--- src/hdl/tnrx_pkg.sv ---
// ----------------------------------------------------------------------------
// tnrx_pkg
// Shared types, telnet codes and reply helpers for the telnet receive filter.
// ----------------------------------------------------------------------------
package tnrx_pkg;

  localparam logic [7:0] TN_IAC          = 8'd255;
  localparam logic [7:0] TN_DONT         = 8'd254;
  localparam logic [7:0] TN_DO           = 8'd253;
  localparam logic [7:0] TN_WONT         = 8'd252;
  localparam logic [7:0] TN_WILL         = 8'd251;
  localparam logic [7:0] TN_SB           = 8'd250;
  localparam logic [7:0] TN_SE           = 8'd240;
  localparam logic [7:0] TN_CMD_MIN      = 8'd250;
  localparam logic [7:0] TN_OPT_ECHO     = 8'd1;
  localparam logic [7:0] TN_OPT_LINEMODE = 8'd34;
  localparam logic [7:0] TN_NEWLINE      = 8'd10;
  localparam logic [7:0] TN_LM_EDIT      = 8'd1;

  localparam int unsigned CFG_INDEX_W = 3;
  localparam logic [CFG_INDEX_W-1:0] CFG_TELNET_ENABLE = 3'd0;
  localparam logic [CFG_INDEX_W-1:0] CFG_EOL_TRANSLATE = 3'd1;
  localparam logic [CFG_INDEX_W-1:0] CFG_EOL_FIRST     = 3'd2;
  localparam logic [CFG_INDEX_W-1:0] CFG_EOL_SKIP      = 3'd3;
  localparam logic [CFG_INDEX_W-1:0] CFG_ECHO_WILL     = 3'd4;
  localparam logic [CFG_INDEX_W-1:0] CFG_LINEMODE_WILL = 3'd5;

  localparam logic DEST_APP  = 1'b0;
  localparam logic DEST_LINE = 1'b1;

  // What the back end has to emit for one classified input byte.
  typedef enum logic [1:0] {
    JOB_DATA,
    JOB_DONT,
    JOB_WONT,
    JOB_LINEMODE
  } job_kind_t;

  typedef struct packed {
    job_kind_t  kind;
    logic [7:0] data;
  } job_t;

  // Index of the final beat of a job.
  function automatic logic [2:0] job_last_idx(input job_kind_t kind);
    case (kind)
      JOB_DATA:     job_last_idx = 3'd0;
      JOB_DONT:     job_last_idx = 3'd2;
      JOB_WONT:     job_last_idx = 3'd2;
      JOB_LINEMODE: job_last_idx = 3'd6;
      default:      job_last_idx = 3'd0;
    endcase
  endfunction

  // IAC SB LINEMODE MODE EDIT IAC SE
  function automatic logic [7:0] linemode_byte(input logic [2:0] idx);
    case (idx)
      3'd0:    linemode_byte = TN_IAC;
      3'd1:    linemode_byte = TN_SB;
      3'd2:    linemode_byte = TN_OPT_LINEMODE;
      3'd3:    linemode_byte = TN_LM_EDIT;
      3'd4:    linemode_byte = TN_LM_EDIT;
      3'd5:    linemode_byte = TN_IAC;
      default: linemode_byte = TN_SE;
    endcase
  endfunction

endpackage

--- src/hdl/tnrx_front.sv ---
// ----------------------------------------------------------------------------
// tnrx_front
// Parses received bytes, holds the configuration and issues emit jobs.
// ----------------------------------------------------------------------------
module tnrx_front (
  input  logic                          clk,
  input  logic                          rst,
  input  logic                          in_valid,
  output logic                          in_ready,
  input  logic [7:0]                    rx_byte,
  input  logic                          cfg_valid,
  input  logic [tnrx_pkg::CFG_INDEX_W-1:0] cfg_index,
  input  logic [7:0]                    cfg_data,
  input  logic                          job_full,
  output logic                          job_push,
  output tnrx_pkg::job_t                job
);

  typedef enum logic [2:0] {
    PH_NORMAL   = 3'd0,
    PH_IAC      = 3'd1,
    PH_OPT      = 3'd2,
    PH_SB_FIRST = 3'd3,
    PH_SB_SCAN  = 3'd4,
    PH_EOL_SKIP = 3'd5
  } phase_t;

  logic       telnet_enable;
  logic       eol_translate;
  logic [7:0] eol_first;
  logic [1:0] eol_skip;
  logic       echo_will;
  logic       linemode_will;

  phase_t     phase, phase_next;
  logic [7:0] held_command, held_command_next;
  logic [7:0] prev_sub_byte, prev_sub_byte_next;
  logic [1:0] skip_left, skip_left_next;

  logic       accept;
  logic       emit;
  tnrx_pkg::job_t job_new;

  assign in_ready = !job_full;
  assign accept   = in_valid && in_ready;
  assign job_push = accept && emit;
  assign job      = job_new;

  always_comb begin
    phase_next         = phase;
    held_command_next  = held_command;
    prev_sub_byte_next = prev_sub_byte;
    skip_left_next     = skip_left;
    emit               = 1'b0;
    job_new.kind       = tnrx_pkg::JOB_DATA;
    job_new.data       = rx_byte;
    case (phase)
      PH_IAC: begin
        if (rx_byte == tnrx_pkg::TN_IAC) begin
          phase_next = PH_NORMAL;
          emit       = 1'b1;
        end else if (rx_byte >= tnrx_pkg::TN_CMD_MIN) begin
          held_command_next = rx_byte;
          phase_next        = PH_OPT;
        end else begin
          phase_next = PH_NORMAL;
        end
      end
      PH_OPT: begin
        phase_next = PH_NORMAL;
        if (held_command == tnrx_pkg::TN_SB) begin
          phase_next = PH_SB_FIRST;
        end else if (held_command == tnrx_pkg::TN_WILL) begin
          emit = 1'b1;
          if (rx_byte == tnrx_pkg::TN_OPT_LINEMODE && linemode_will) begin
            job_new.kind = tnrx_pkg::JOB_LINEMODE;
          end else begin
            job_new.kind = tnrx_pkg::JOB_DONT;
          end
        end else if (held_command == tnrx_pkg::TN_DO) begin
          if (!(rx_byte == tnrx_pkg::TN_OPT_ECHO && echo_will)) begin
            emit         = 1'b1;
            job_new.kind = tnrx_pkg::JOB_WONT;
          end
        end
      end
      PH_SB_FIRST: begin
        prev_sub_byte_next = rx_byte;
        phase_next         = PH_SB_SCAN;
      end
      PH_SB_SCAN: begin
        if (prev_sub_byte == tnrx_pkg::TN_IAC && rx_byte == tnrx_pkg::TN_SE) begin
          phase_next = PH_NORMAL;
        end
        prev_sub_byte_next = rx_byte;
      end
      PH_EOL_SKIP: begin
        skip_left_next = skip_left - 2'd1;
        if (skip_left == 2'd1) begin
          phase_next = PH_NORMAL;
        end
      end
      default: begin
        // Normal data phase; the unused phase codes land here as well.
        phase_next = PH_NORMAL;
        if (telnet_enable && rx_byte == tnrx_pkg::TN_IAC) begin
          phase_next = PH_IAC;
        end else if (eol_translate && rx_byte == eol_first) begin
          skip_left_next = eol_skip;
          if (eol_skip != 2'd0) begin
            phase_next = PH_EOL_SKIP;
          end
          emit         = 1'b1;
          job_new.data = tnrx_pkg::TN_NEWLINE;
        end else begin
          emit = 1'b1;
        end
      end
    endcase
  end

  always_ff @(posedge clk) begin
    if (rst) begin
      phase         <= PH_NORMAL;
      held_command  <= '0;
      prev_sub_byte <= '0;
      skip_left     <= '0;
    end else if (accept) begin
      phase         <= phase_next;
      held_command  <= held_command_next;
      prev_sub_byte <= prev_sub_byte_next;
      skip_left     <= skip_left_next;
    end
  end

  always_ff @(posedge clk) begin
    if (rst) begin
      telnet_enable <= 1'b0;
      eol_translate <= 1'b1;
      eol_first     <= 8'd13;
      eol_skip      <= 2'd0;
      echo_will     <= 1'b0;
      linemode_will <= 1'b0;
    end else if (cfg_valid) begin
      case (cfg_index)
        tnrx_pkg::CFG_TELNET_ENABLE: telnet_enable <= cfg_data[0];
        tnrx_pkg::CFG_EOL_TRANSLATE: eol_translate <= cfg_data[0];
        tnrx_pkg::CFG_EOL_FIRST:     eol_first     <= cfg_data;
        tnrx_pkg::CFG_EOL_SKIP:      eol_skip      <= cfg_data[1:0];
        tnrx_pkg::CFG_ECHO_WILL:     echo_will     <= cfg_data[0];
        tnrx_pkg::CFG_LINEMODE_WILL: linemode_will <= cfg_data[0];
        default: ;
      endcase
    end
  end

endmodule

--- src/hdl/tnrx_queue.sv ---
// ----------------------------------------------------------------------------
// tnrx_queue
// Small job queue between the parser and the beat emitter.
// ----------------------------------------------------------------------------
module tnrx_queue #(
  parameter int unsigned DEPTH = 4
) (
  input  logic           clk,
  input  logic           rst,
  input  logic           push,
  input  tnrx_pkg::job_t push_job,
  output logic           full,
  input  logic           pop,
  output logic           not_empty,
  output tnrx_pkg::job_t head_job
);

  localparam int unsigned PTR_W = (DEPTH > 1) ? $clog2(DEPTH) : 1;
  localparam int unsigned CNT_W = $clog2(DEPTH + 1);
  localparam logic [PTR_W-1:0] PTR_MAX = PTR_W'(DEPTH - 1);
  localparam logic [CNT_W-1:0] CNT_MAX = CNT_W'(DEPTH);

  tnrx_pkg::job_t slots [DEPTH];
  logic [PTR_W-1:0] wr_ptr;
  logic [PTR_W-1:0] rd_ptr;
  logic [CNT_W-1:0] count;

  assign full      = (count == CNT_MAX);
  assign not_empty = (count != '0);
  assign head_job  = slots[rd_ptr];

  always_ff @(posedge clk) begin
    if (push) begin
      slots[wr_ptr] <= push_job;
    end
  end

  always_ff @(posedge clk) begin
    if (rst) begin
      wr_ptr <= '0;
      rd_ptr <= '0;
      count  <= '0;
    end else begin
      if (push) begin
        wr_ptr <= (wr_ptr == PTR_MAX) ? '0 : wr_ptr + 1'b1;
      end
      if (pop) begin
        rd_ptr <= (rd_ptr == PTR_MAX) ? '0 : rd_ptr + 1'b1;
      end
      if (push && !pop) begin
        count <= count + 1'b1;
      end else if (pop && !push) begin
        count <= count - 1'b1;
      end
    end
  end

endmodule

--- src/hdl/tnrx_back.sv ---
// ----------------------------------------------------------------------------
// tnrx_back
// Expands queued jobs into output beats behind a registered output stage.
// ----------------------------------------------------------------------------
module tnrx_back (
  input  logic           clk,
  input  logic           rst,
  input  logic           job_avail,
  input  tnrx_pkg::job_t head_job,
  output logic           job_pop,
  output logic           m_tvalid,
  input  logic           m_tready,
  output logic [7:0]     m_tdata,
  output logic           m_tuser,
  output logic           m_tlast
);

  logic           cur_valid;
  tnrx_pkg::job_t cur_job;
  logic [2:0]     idx;

  logic           out_load;
  logic           last_beat;
  logic [7:0]     beat_byte;
  logic           beat_dest;

  assign out_load  = !m_tvalid || m_tready;
  assign last_beat = (idx == tnrx_pkg::job_last_idx(cur_job.kind));
  assign job_pop   = job_avail && (!cur_valid || (out_load && last_beat));

  always_comb begin
    beat_dest = tnrx_pkg::DEST_LINE;
    beat_byte = cur_job.data;
    case (cur_job.kind)
      tnrx_pkg::JOB_DATA: begin
        beat_dest = tnrx_pkg::DEST_APP;
      end
      tnrx_pkg::JOB_DONT, tnrx_pkg::JOB_WONT: begin
        case (idx)
          3'd0:    beat_byte = tnrx_pkg::TN_IAC;
          3'd1:    beat_byte = (cur_job.kind == tnrx_pkg::JOB_DONT) ?
                               tnrx_pkg::TN_DONT : tnrx_pkg::TN_WONT;
          default: beat_byte = cur_job.data;
        endcase
      end
      tnrx_pkg::JOB_LINEMODE: begin
        beat_byte = tnrx_pkg::linemode_byte(idx);
      end
      default: ;
    endcase
  end

  always_ff @(posedge clk) begin
    if (rst) begin
      cur_valid <= 1'b0;
      idx       <= '0;
      m_tvalid  <= 1'b0;
    end else begin
      if (out_load) begin
        m_tvalid <= cur_valid;
      end
      if (job_pop) begin
        cur_valid <= 1'b1;
        idx       <= '0;
      end else if (cur_valid && out_load) begin
        if (last_beat) begin
          cur_valid <= 1'b0;
          idx       <= '0;
        end else begin
          idx <= idx + 3'd1;
        end
      end
    end
  end

  always_ff @(posedge clk) begin
    if (job_pop) begin
      cur_job <= head_job;
    end
    if (out_load && cur_valid) begin
      m_tdata <= beat_byte;
      m_tuser <= beat_dest;
      m_tlast <= last_beat;
    end
  end

`ifndef NO_ASSERTIONS
  a_idx_in_range: assert property (@(posedge clk) disable iff (rst)
    cur_valid |-> idx <= tnrx_pkg::job_last_idx(cur_job.kind))
    else $error("beat index past the end of its job");

  a_last_beat_flagged: assert property (@(posedge clk) disable iff (rst)
    out_load && cur_valid && last_beat |=> m_tvalid && m_tlast)
    else $error("final beat of a job not marked last");

  a_data_is_single: assert property (@(posedge clk) disable iff (rst)
    m_tvalid && (m_tuser == tnrx_pkg::DEST_APP) |-> m_tlast)
    else $error("application data beat without last");

  a_no_pop_mid_job: assert property (@(posedge clk) disable iff (rst)
    job_pop && cur_valid |-> out_load && last_beat)
    else $error("job taken from queue while current job unfinished");
`endif

endmodule

--- src/hdl/telnet_rx_option_filter_unit.sv ---
// ----------------------------------------------------------------------------
// telnet_rx_option_filter_unit
// Telnet receive filter: strips IAC commands, answers option requests and
// translates the end-of-line sequence.
// ----------------------------------------------------------------------------
// One received byte is taken per clock while the job queue has room. A byte
// yields no beat, one application data beat (tuser 0), or a reply to the line
// (tuser 1) of 3 beats (IAC DONT/WONT opt) or 7 beats (linemode edit
// subnegotiation); tlast marks the final beat caused by a byte. The output
// emitter sends one beat per clock while m_tready is high, so plain data
// flows at one byte per cycle without back-pressure. A byte's first beat is
// valid after the queue write, job load and output register. Input stalls
// only when the queue holds QUEUE_DEPTH jobs. Configuration writes are
// accepted every cycle and should be made while no byte is in flight.
module telnet_rx_option_filter_unit #(
  parameter int unsigned QUEUE_DEPTH = 4
) (
  input  logic       clk,
  input  logic       rst,
  input  logic       s_tvalid,
  output logic       s_tready,
  input  logic [7:0] s_tdata,   // [7:0] rx_byte
  output logic       m_tvalid,
  input  logic       m_tready,
  output logic [7:0] m_tdata,   // [7:0] out_byte
  output logic       m_tuser,   // [0] dest
  output logic       m_tlast,
  input  logic       cfg_valid,
  output logic       cfg_ready,
  input  logic [tnrx_pkg::CFG_INDEX_W-1:0] cfg_index,
  input  logic [7:0] cfg_data
);

  logic           job_push;
  logic           job_full;
  logic           job_pop;
  logic           job_avail;
  tnrx_pkg::job_t push_job;
  tnrx_pkg::job_t head_job;

  assign cfg_ready = 1'b1;

  tnrx_front u_front (
    .clk       (clk),
    .rst       (rst),
    .in_valid  (s_tvalid),
    .in_ready  (s_tready),
    .rx_byte   (s_tdata),
    .cfg_valid (cfg_valid),
    .cfg_index (cfg_index),
    .cfg_data  (cfg_data),
    .job_full  (job_full),
    .job_push  (job_push),
    .job       (push_job)
  );

  tnrx_queue #(
    .DEPTH (QUEUE_DEPTH)
  ) u_queue (
    .clk       (clk),
    .rst       (rst),
    .push      (job_push),
    .push_job  (push_job),
    .full      (job_full),
    .pop       (job_pop),
    .not_empty (job_avail),
    .head_job  (head_job)
  );

  tnrx_back u_back (
    .clk       (clk),
    .rst       (rst),
    .job_avail (job_avail),
    .head_job  (head_job),
    .job_pop   (job_pop),
    .m_tvalid  (m_tvalid),
    .m_tready  (m_tready),
    .m_tdata   (m_tdata),
    .m_tuser   (m_tuser),
    .m_tlast   (m_tlast)
  );

endmodule
--- config.mk ---
export PLATFORM = sky130hd
export DESIGN_NAME = telnet_rx_option_filter_unit
export DESIGN_NICKNAME = d
export VERILOG_FILES = /design/src/hdl/tnrx_pkg.sv /design/src/hdl/tnrx_front.sv /design/src/hdl/tnrx_queue.sv /design/src/hdl/tnrx_back.sv /design/src/hdl/telnet_rx_option_filter_unit.sv
export SDC_FILE = /design/constraint.sdc
export NUM_CORES = 1
export LEC_CHECK = 0
export ABC_AREA = 1
export BUFFER_PORTS_ARGS = -buffer_cell sky130_fd_sc_hd__buf_2
export CORE_MARGIN = 1
export CORE_UTILIZATION = 31
export DETAILED_ROUTE_END_ITERATION = 8
export PLACE_DENSITY = 0.45
export SLEW_MARGIN = 20
export SYNTH_ARGS = -nofsm -noshare
export SYNTH_HDL_FRONTEND = slang
export SYNTH_HIERARCHICAL = 1
export SYNTH_SLANG_ARGS = --single-unit
--- constraint.sdc ---
create_clock -name clk -period 4 [get_ports clk]
set_input_delay 0.8 -clock clk [delete_from_list [all_inputs] [get_ports clk]]
set_output_delay 0.8 -clock clk [all_outputs]
set_load 0.01 [all_outputs]
* Word-level counts from Yosys, hierarchy flattened
Memory sizes are Yosys's and may differ from the RTL's. A register that Yosys moved wholly into a read port is not among the register bits.
Cells that the tools add are included.
W data, S select, Z words.
** Operators by class
- Add/subtract/negate cells :: 6
- $lt $le $gt $ge :: 1
- Bitwise gates (word level) :: 2
- Equality and inequality tests :: 35
- Reduce and logical (&&, ||, !) cells :: 47
- Mux-type cells :: 44
** Operators by type and width (count)
- $eq A8 B8 Y1 const B :: 6
- $pmux W8 S2 :: 2
- $pmux W8 S4 :: 1
- $mux W3 :: 9
- $mux W2 :: 13
- $mux W8 :: 3
- $eq A3 B3 Y1 const B :: 7
- $eq A3 B2 Y1 const B :: 6
- $reduce_and A2 Y1 :: 8
- $pmux W3 S5 :: 1
- $logic_and A1 B1 Y1 :: 12
- $mux W1 :: 12
- $reduce_bool A2 Y1 :: 5
- $reduce_or A2 Y1 :: 5
- $eq A3 B1 Y1 const B :: 3
- $pmux W3 S3 :: 1
- $eq A2 B2 Y1 const B :: 4
- $eq A8 B1 Y1 const B :: 1
- $eq A8 B6 Y1 const B :: 1
- $eq A8 B8 Y1 :: 1
- $ge A8 B8 Y1 const B :: 1
- $reduce_and A4 Y1 :: 2
- $add A3 B1 Y3 const B :: 2
- $logic_not A3 Y1 :: 2
- other kinds (18) :: 27
** Word-level totals
- Output and inout port bits :: 13
- Register bits :: 57
- Memories kept :: 1
- RAM bits :: 40
** Memory list
- u_queue.slots :: depth 4, bits a word 10, rd ports 1, clocked after Yosys merged registers in 1, write ports 1, RTL line tnrx_queue.sv:23 : tnrx_pkg::job_t slots [DEPTH];

* Logic depth before layout (Yosys ltp)
- Depth in word-level cells :: 12
- Depth in mapped cells :: 18
- Gate-level depth less buffers :: 18

* By module
Netlist, hierarchy kept.
** Modules (own cells, without submodules)
- tnrx_queue :: times used 1, area each 1981.9 um2, seq. area each 1381.3 um2, cells an instance 157
- tnrx_front :: times used 1, area each 1793.0 um2, seq. area each 700.7 um2, cells an instance 274
- tnrx_back :: times used 1, area each 1306.3 um2, seq. area each 700.7 um2, cells an instance 135
- telnet_rx_option_filter_unit :: times used 1, area each 11.3 um2, seq. area each 0.0 um2, cells an instance 2

* Worst setup path before layout
Ideal clock, no wire load.
- Path type :: input to register
- Start point :: in s_tdata[3]
- End point :: reg u_queue.count[2]
- Slack :: 1.419 ns
- Library setup time :: 0.110 ns
- Stages :: 17
- Arrival :: 2.471 ns
- Buffers on the path :: 0
- Cell sequence :: inv_1 nand2_1 nor3_1 nand3_1 nand3_1 nand2_1 a21oi_1 nor2_1 ha_1 inv_1 fa_1 inv_1 nand2_1 nand3_1 nand2_1 inv_1 nor2_1
** Between the ends
- Word-level cells in the longest chain between the ends :: 11
- Elaborated cells between the ends (all ways) :: 17
- Classes of those cells :: eq/ne: 2; mux: 8; reduce/logical: 7
** Ends and longest elaborated chain
- from (decl) :: RTL line telnet_rx_option_filter_unit.sv:22 : input logic [7:0] s_tdata,
- $eq A8 B1 Y1 :: RTL line tnrx_front.sv:81 : if (!(rx_byte == tnrx_pkg::TN_OPT_ECHO && echo_will)) begin
- $logic_and A1 B1 Y1 :: RTL line tnrx_front.sv:81
- $mux W1 :: RTL line tnrx_front.sv:81
- $mux W1 :: RTL line tnrx_front.sv:80 : end else if (held_command == tnrx_pkg::TN_DO) begin
- $mux W1 :: RTL line tnrx_front.sv:73 : end else if (held_command == tnrx_pkg::TN_WILL) begin
- $mux W1 :: RTL line tnrx_front.sv:71 : if (held_command == tnrx_pkg::TN_SB) begin
- $pmux W1 S3 (*) :: RTL line tnrx_front.sv:57 : case (phase)
- $logic_and A1 B1 Y1 (*) :: RTL line tnrx_front.sv:46 : assign job_push = accept && emit;
- via job_push :: RTL line telnet_rx_option_filter_unit.sv:34 : logic job_push;
- $logic_not A1 Y1 :: RTL line tnrx_queue.sv:52 : end else if (pop && !push) begin
- $logic_and A1 B1 Y1 :: RTL line tnrx_queue.sv:52
- $reduce_bool A2 Y1 (no line)
- to (signal assigned) :: RTL line tnrx_queue.sv:51 : count <= count + 1'b1;
- to (signal assigned) :: RTL line tnrx_queue.sv:53 : count <= count - 1'b1;
- to (decl) :: RTL line tnrx_queue.sv:26 : logic [CNT_W-1:0] count;
The timed path passes the listed nets; every way through them passes the cells marked *.
A chain may end at the register's enable or synchronous reset.

* Worst setup path after layout
- Start point :: reg, netlist name u_back/cur_job[8]
- End point :: reg u_queue.count[1]
** Between the ends
- Word-level cells in the longest chain between the ends :: 10
- Elaborated cells between the ends (all ways) :: 15
- Classes of those cells :: eq/ne: 4; mux: 2; reduce/logical: 9
** Ends and longest elaborated chain
- $eq A2 B2 Y1 or $eq A2 B1 Y1 (tied branches) :: RTL line tnrx_pkg.sv:46 : case (kind)
- $reduce_or A2 Y1 (no line)
- $pmux W3 S3 (*) :: RTL line tnrx_pkg.sv:46
- $eq A3 B3 Y1 (*) :: RTL line tnrx_back.sv:28 : assign last_beat = (idx == tnrx_pkg::job_last_idx(cur_job.kind));
- $logic_and A1 B1 Y1 (*) :: RTL line tnrx_back.sv:29 : assign job_pop = job_avail && (!cur_valid || (out_load && last_beat));
- $logic_or A1 B1 Y1 (*) :: RTL line tnrx_back.sv:29
- $logic_and A1 B1 Y1 (*) :: RTL line tnrx_back.sv:29
- via job_pop :: RTL line telnet_rx_option_filter_unit.sv:36 : logic job_pop;
- $logic_not A1 Y1 :: RTL line tnrx_queue.sv:50 : if (push && !pop) begin
- $logic_and A1 B1 Y1 :: RTL line tnrx_queue.sv:50
- $mux W3 or $reduce_bool A2 Y1 (tied branches)
The timed path passes the listed nets; every way through them passes the cells marked *. The select of a mux whose other input is x is not followed.

==> metrics.md <==
| Metric | Value |
|---|---|
| Reg2reg end | u_queue/count[1]$_SDFFE_PP0P_ |
| # hold bufs at CTS | 0 |
| Register area share after synthesis | between 50% and 60% |
| Crit path arrival time | 3.07 ns |
| EDFF count, synth | 60 |
| Global-route wire length before repair | approximately 18000 um |
| Setup violations, final | 0 |
| Gpl congestion | 0.802 |
| Worst path slowest cell | fa_1 |
| Syn avg cell area | between 8 and 9 sq um |
| Worst Path Max Fanout | 12 |
| Initial antenna violation count | 0 |
| Initial DRC Count | 108 |
| CTS tree | built |
| R2R cell count | 13 |
| DP HPWL | a little under 8000 um |
| Seq. cell area | 0.00278 sq mm |
| Sum of negative setup slack | 0 ns |
| Leakage | approximately 2.3 nW |
| Die area | 0.0169 sq mm |
| Synth top area cells | edfxtp_1 (35%), dfxtp_1 (19%), nand2_1 (5.9%) |
| Nets | between 600 and 700 |
| CP endpoint | u_queue/count[1]$_SDFFE_PP0P_ |
| DRT Wirelength | 10400 um |
| Final Hold Fails | 0 |
| Synth Cell Area | around 0.0051 sq mm |
| Critical path origin | u_back/cur_job[8]$_DFFE_PP_ |
| Vias per inst | approximately 4.5 |
| Yosys reg bits | ~110 |
| Share of post-route cells with drive strength above 1 | approximately 14% |
| Cell count after synthesis | 568 |
| Antenna viol nets, final | 0 |
| Crit. End Element | register |
| Tmin final | about 2.8 ns |
| Vias | 3725 |
| # IOs | 37 |
| Vias in the first global route | between 3000 and 4000 |
| Overflow after GRT | 0 |
| Total GRT Usage | between 10% and 20% |
| Core area | 0.0159 sq mm |
| Number of remaining DRC errors | 0 |
| Port Buf Inserts | 35 |
| Post-DR wirelength/cell | 12.6 um |
| Number of cells after detailed placement | around 810 |
| Async set-reset flop share out of synthesis | 0% |
| Top Family by Delay on Critical Path | adder cells |
| Worst-skew pair later-pin latency | approximately 0.35 ns |
| PostCTS Resize Cnt | 0 |
| WP buf/inv | 4 |
| Final slew viol count | 0 |
| Worst R2R Start | u_back/cur_job[8]$_DFFE_PP_ |
| Post-CTS Setup Inserts | 0 |
| Crit path cell chain | inv_1 -> ha_1 -> a21oi_1 -> nand4_2 -> nand2_2 -> nand2_2 -> inv_1 -> inv_1 -> ha_1 -> inv_1 -> fa_1 -> o21ai_0 -> nor2_1 |
| Area occupied by multi-input gates | 0.00192 sq mm |
| Initial core utilization | 31.9% |
| H-tree level count | 3 |
| Main synth FF type | edfxtp_1 |
| DIE HEIGHT | between 100 and 150 um |
| Longest Clk Path Bufs | 2 |
| Clock transition at path regs | around 0.070 ns |
| Max_cap viols | 0 |
| Hold Path Class | reg2reg |
| Pin count of the biggest net entering global routing | 28 |
| Synth unique cells | 40 |
| Fill cells | roughly 1700 |
| Non-Filler Instances | 823 |
| Ant. Diodes | 0 |
| Die width | 130 um |
| Fmax achieved | 354 MHz |
| Startpoint type of the worst setup path | register |
| Final Skew | between 0.008 and 0.009 ns |
| Clock root cell | clkbuf_16 |
| Most used cell, CP | inv_1 |
| Slew at the pin closest to its max-slew limit | between 0.7 and 0.8 ns |
| Req. time, crit path | around 4.2 ns |
| Slew headroom | between 40% and 50% |
| Sink Count | 109 |
| RSZ-0062 raised after global routing | no |
| Synth warnings | 6 |
| Clock buffer count from CTS | 9 |
| Cell accounting for the most synthesized area | edfxtp_1 |
| Syn Nets | 609 |
| Post-synth top area share | around 35% |
| Area growth syn-to-layout | 12.9% |
| Max VDD drop | roughly 0.24 mV |
| Pwr/cell area | around 610 mW/mm^2 |
| 1st-pass router iterations | 4 |
| Period utilization | a little over two thirds |
| Slowest Stage Delay on Critical Path | between 0.3 and 0.4 ns |
| Row count | between 40 and 50 |
| R2R Setup Slk | approximately 1.2 ns |
| Status | complete, no violations |
| Critical setup path kind | reg2reg |
| Levels on crit path | 13 |
[placed cells by master, fill, tap and decap left out, types with 2 or more instances in the layout]
cell type,count
buf_2,35
dfxtp_1,49
a21oi_1,43
ha_1,16
nor2_2,7
nor2_1,73
nand2_1,80
nor3_1,9
clkinvlp_4,3
nand2_2,6
o21ai_0,33
o211ai_1,2
or2_2,3
edfxtp_1,60
xor2_1,4
o21ai_1,21
o22ai_1,9
nand3_2,3
nand4_1,8
clkbuf_16,9
nand3_1,27
inv_2,5
o21ai_2,5
or2_1,3
inv_6,2
inv_1,76
[logic make-up after synthesis]
logic type / Yosys count / share of synthesized area (%)
adders and majority gates: 17 / 4.32
other: 1 / 0.0736
AOI/OAI and AO/OA: 119 / 12.8
and+or+nand+nor: 224 / 19.7
DFF: 109 / 54.6
xor gates and xnor gates: 4 / 0.688
buffers and inverters: 94 / 7.71
[worst register-to-register path, delay by kind of cell (launching register included)]
family / cells / cell delay, ns
simple gates: 4 / 0.34
buf+inv: 4 / 0.68
fa+ha+maj: 3 / 0.89
compound gates: 2 / 0.43
flops: 1 / 0.38
[cell usage after synthesis, types with 5 or more instances]
| master | n |
|---|---|
| inv_1 | 76 |
| ha_1 | 16 |
| nand3_1 | 27 |
| nand4_1 | 8 |
| edfxtp_1 | 60 |
| a21oi_1 | 43 |
| dfxtp_1 | 49 |
| o21ai_1 | 21 |
| nor2_2 | 7 |
| inv_2 | 5 |
| nor2_1 | 73 |
| o21ai_0 | 33 |
| nand2_2 | 6 |
| nand2_1 | 80 |
| o21ai_2 | 5 |
| o22ai_1 | 9 |
| nor3_1 | 9 |
[how the worst min path moves through the flow]
stage,startpoint,end,slack [ns],depth (start not counted)
floorplan,u_front/linemode_will$_SDFFE_PP0P_,u_front/linemode_will$_SDFFE_PP0P_,0.42,2
global placement,u_front/held_command[7]$_SDFFE_PP0P_,u_front/held_command[7]$_SDFFE_PP0P_,0.44,2
detailed placement,u_front/held_command[5]$_SDFFE_PP0P_,u_front/held_command[5]$_SDFFE_PP0P_,0.46,2
CTS,u_front/held_command[6]$_SDFFE_PP0P_,u_front/held_command[6]$_SDFFE_PP0P_,0.47,2
global route,u_front/eol_first[6]$_SDFFE_PP0P_,u_front/eol_first[6]$_SDFFE_PP0P_,0.49,2
finish,u_front/held_command[6]$_SDFFE_PP0P_,u_front/held_command[6]$_SDFFE_PP0P_,0.47,2
[through the flow]
step / hold WS (ns) / util (%) / instance area [sq um] / setup WS, ns / total power, W
6_report: 0.469 / 36.1 / 5750 / 1.17 / 0.00353
3_3_place_gp: 0.443 / 34.2 / 5450 / 1.00 / 0.00267
5_1_grt: 0.491 / 36.1 / 5750 / 0.860 / 0.00382
2_1_floorplan: 0.424 / - / 5090 / 1.42 / 0.00241
3_5_place_dp: 0.458 / 34.2 / 5450 / 0.923 / 0.00268
4_1_cts: 0.468 / 36.1 / 5750 / 1.09 / 0.00359
[final cells by class]
| type | instances | share of cell area (%) |
|---|---|---|
| repair buffers | 35 | 3.05 |
| flip-flops and latches | 109 | 48.4 |
| inverters | 82 | 5.35 |
| multi-input cells | 365 | 33.3 |
| clock inverters | 6 | 1.22 |
| well taps | 216 | 4.70 |
| clock buffers | 10 | 3.98 |
[routing by layer]
metal	GRT usage (%)	part of all wire (%)
met5	0	0
met4	4.45	1.7
met3	3.77	3.5
met2	25.3	52
met1	15.0	43
[flip-flops by register name (all words and copies together) (netlist names), 2 cells and up, named ones only]
signal,flops
u_back/cur_job,10
u_back/idx,3
u_back/m_tdata,8
u_front/eol_first,8
u_front/eol_skip,2
u_front/held_command,8
u_front/phase,3
u_front/prev_sub_byte,8
u_front/skip_left,2
u_queue/count,3
u_queue/rd_ptr,2
u_queue/slots,40
u_queue/wr_ptr,2
[report_power, final]
group,total [W],internal [W],switching [W]
Combinational,0.00105,0.000367,0.000679
Clock,0.000888,0.000490,0.000398
Sequential,0.00159,0.00148,0.000117
Total,0.00353,0.00233,0.00119
No activity file was read; power rests on OpenSTA's default activity.
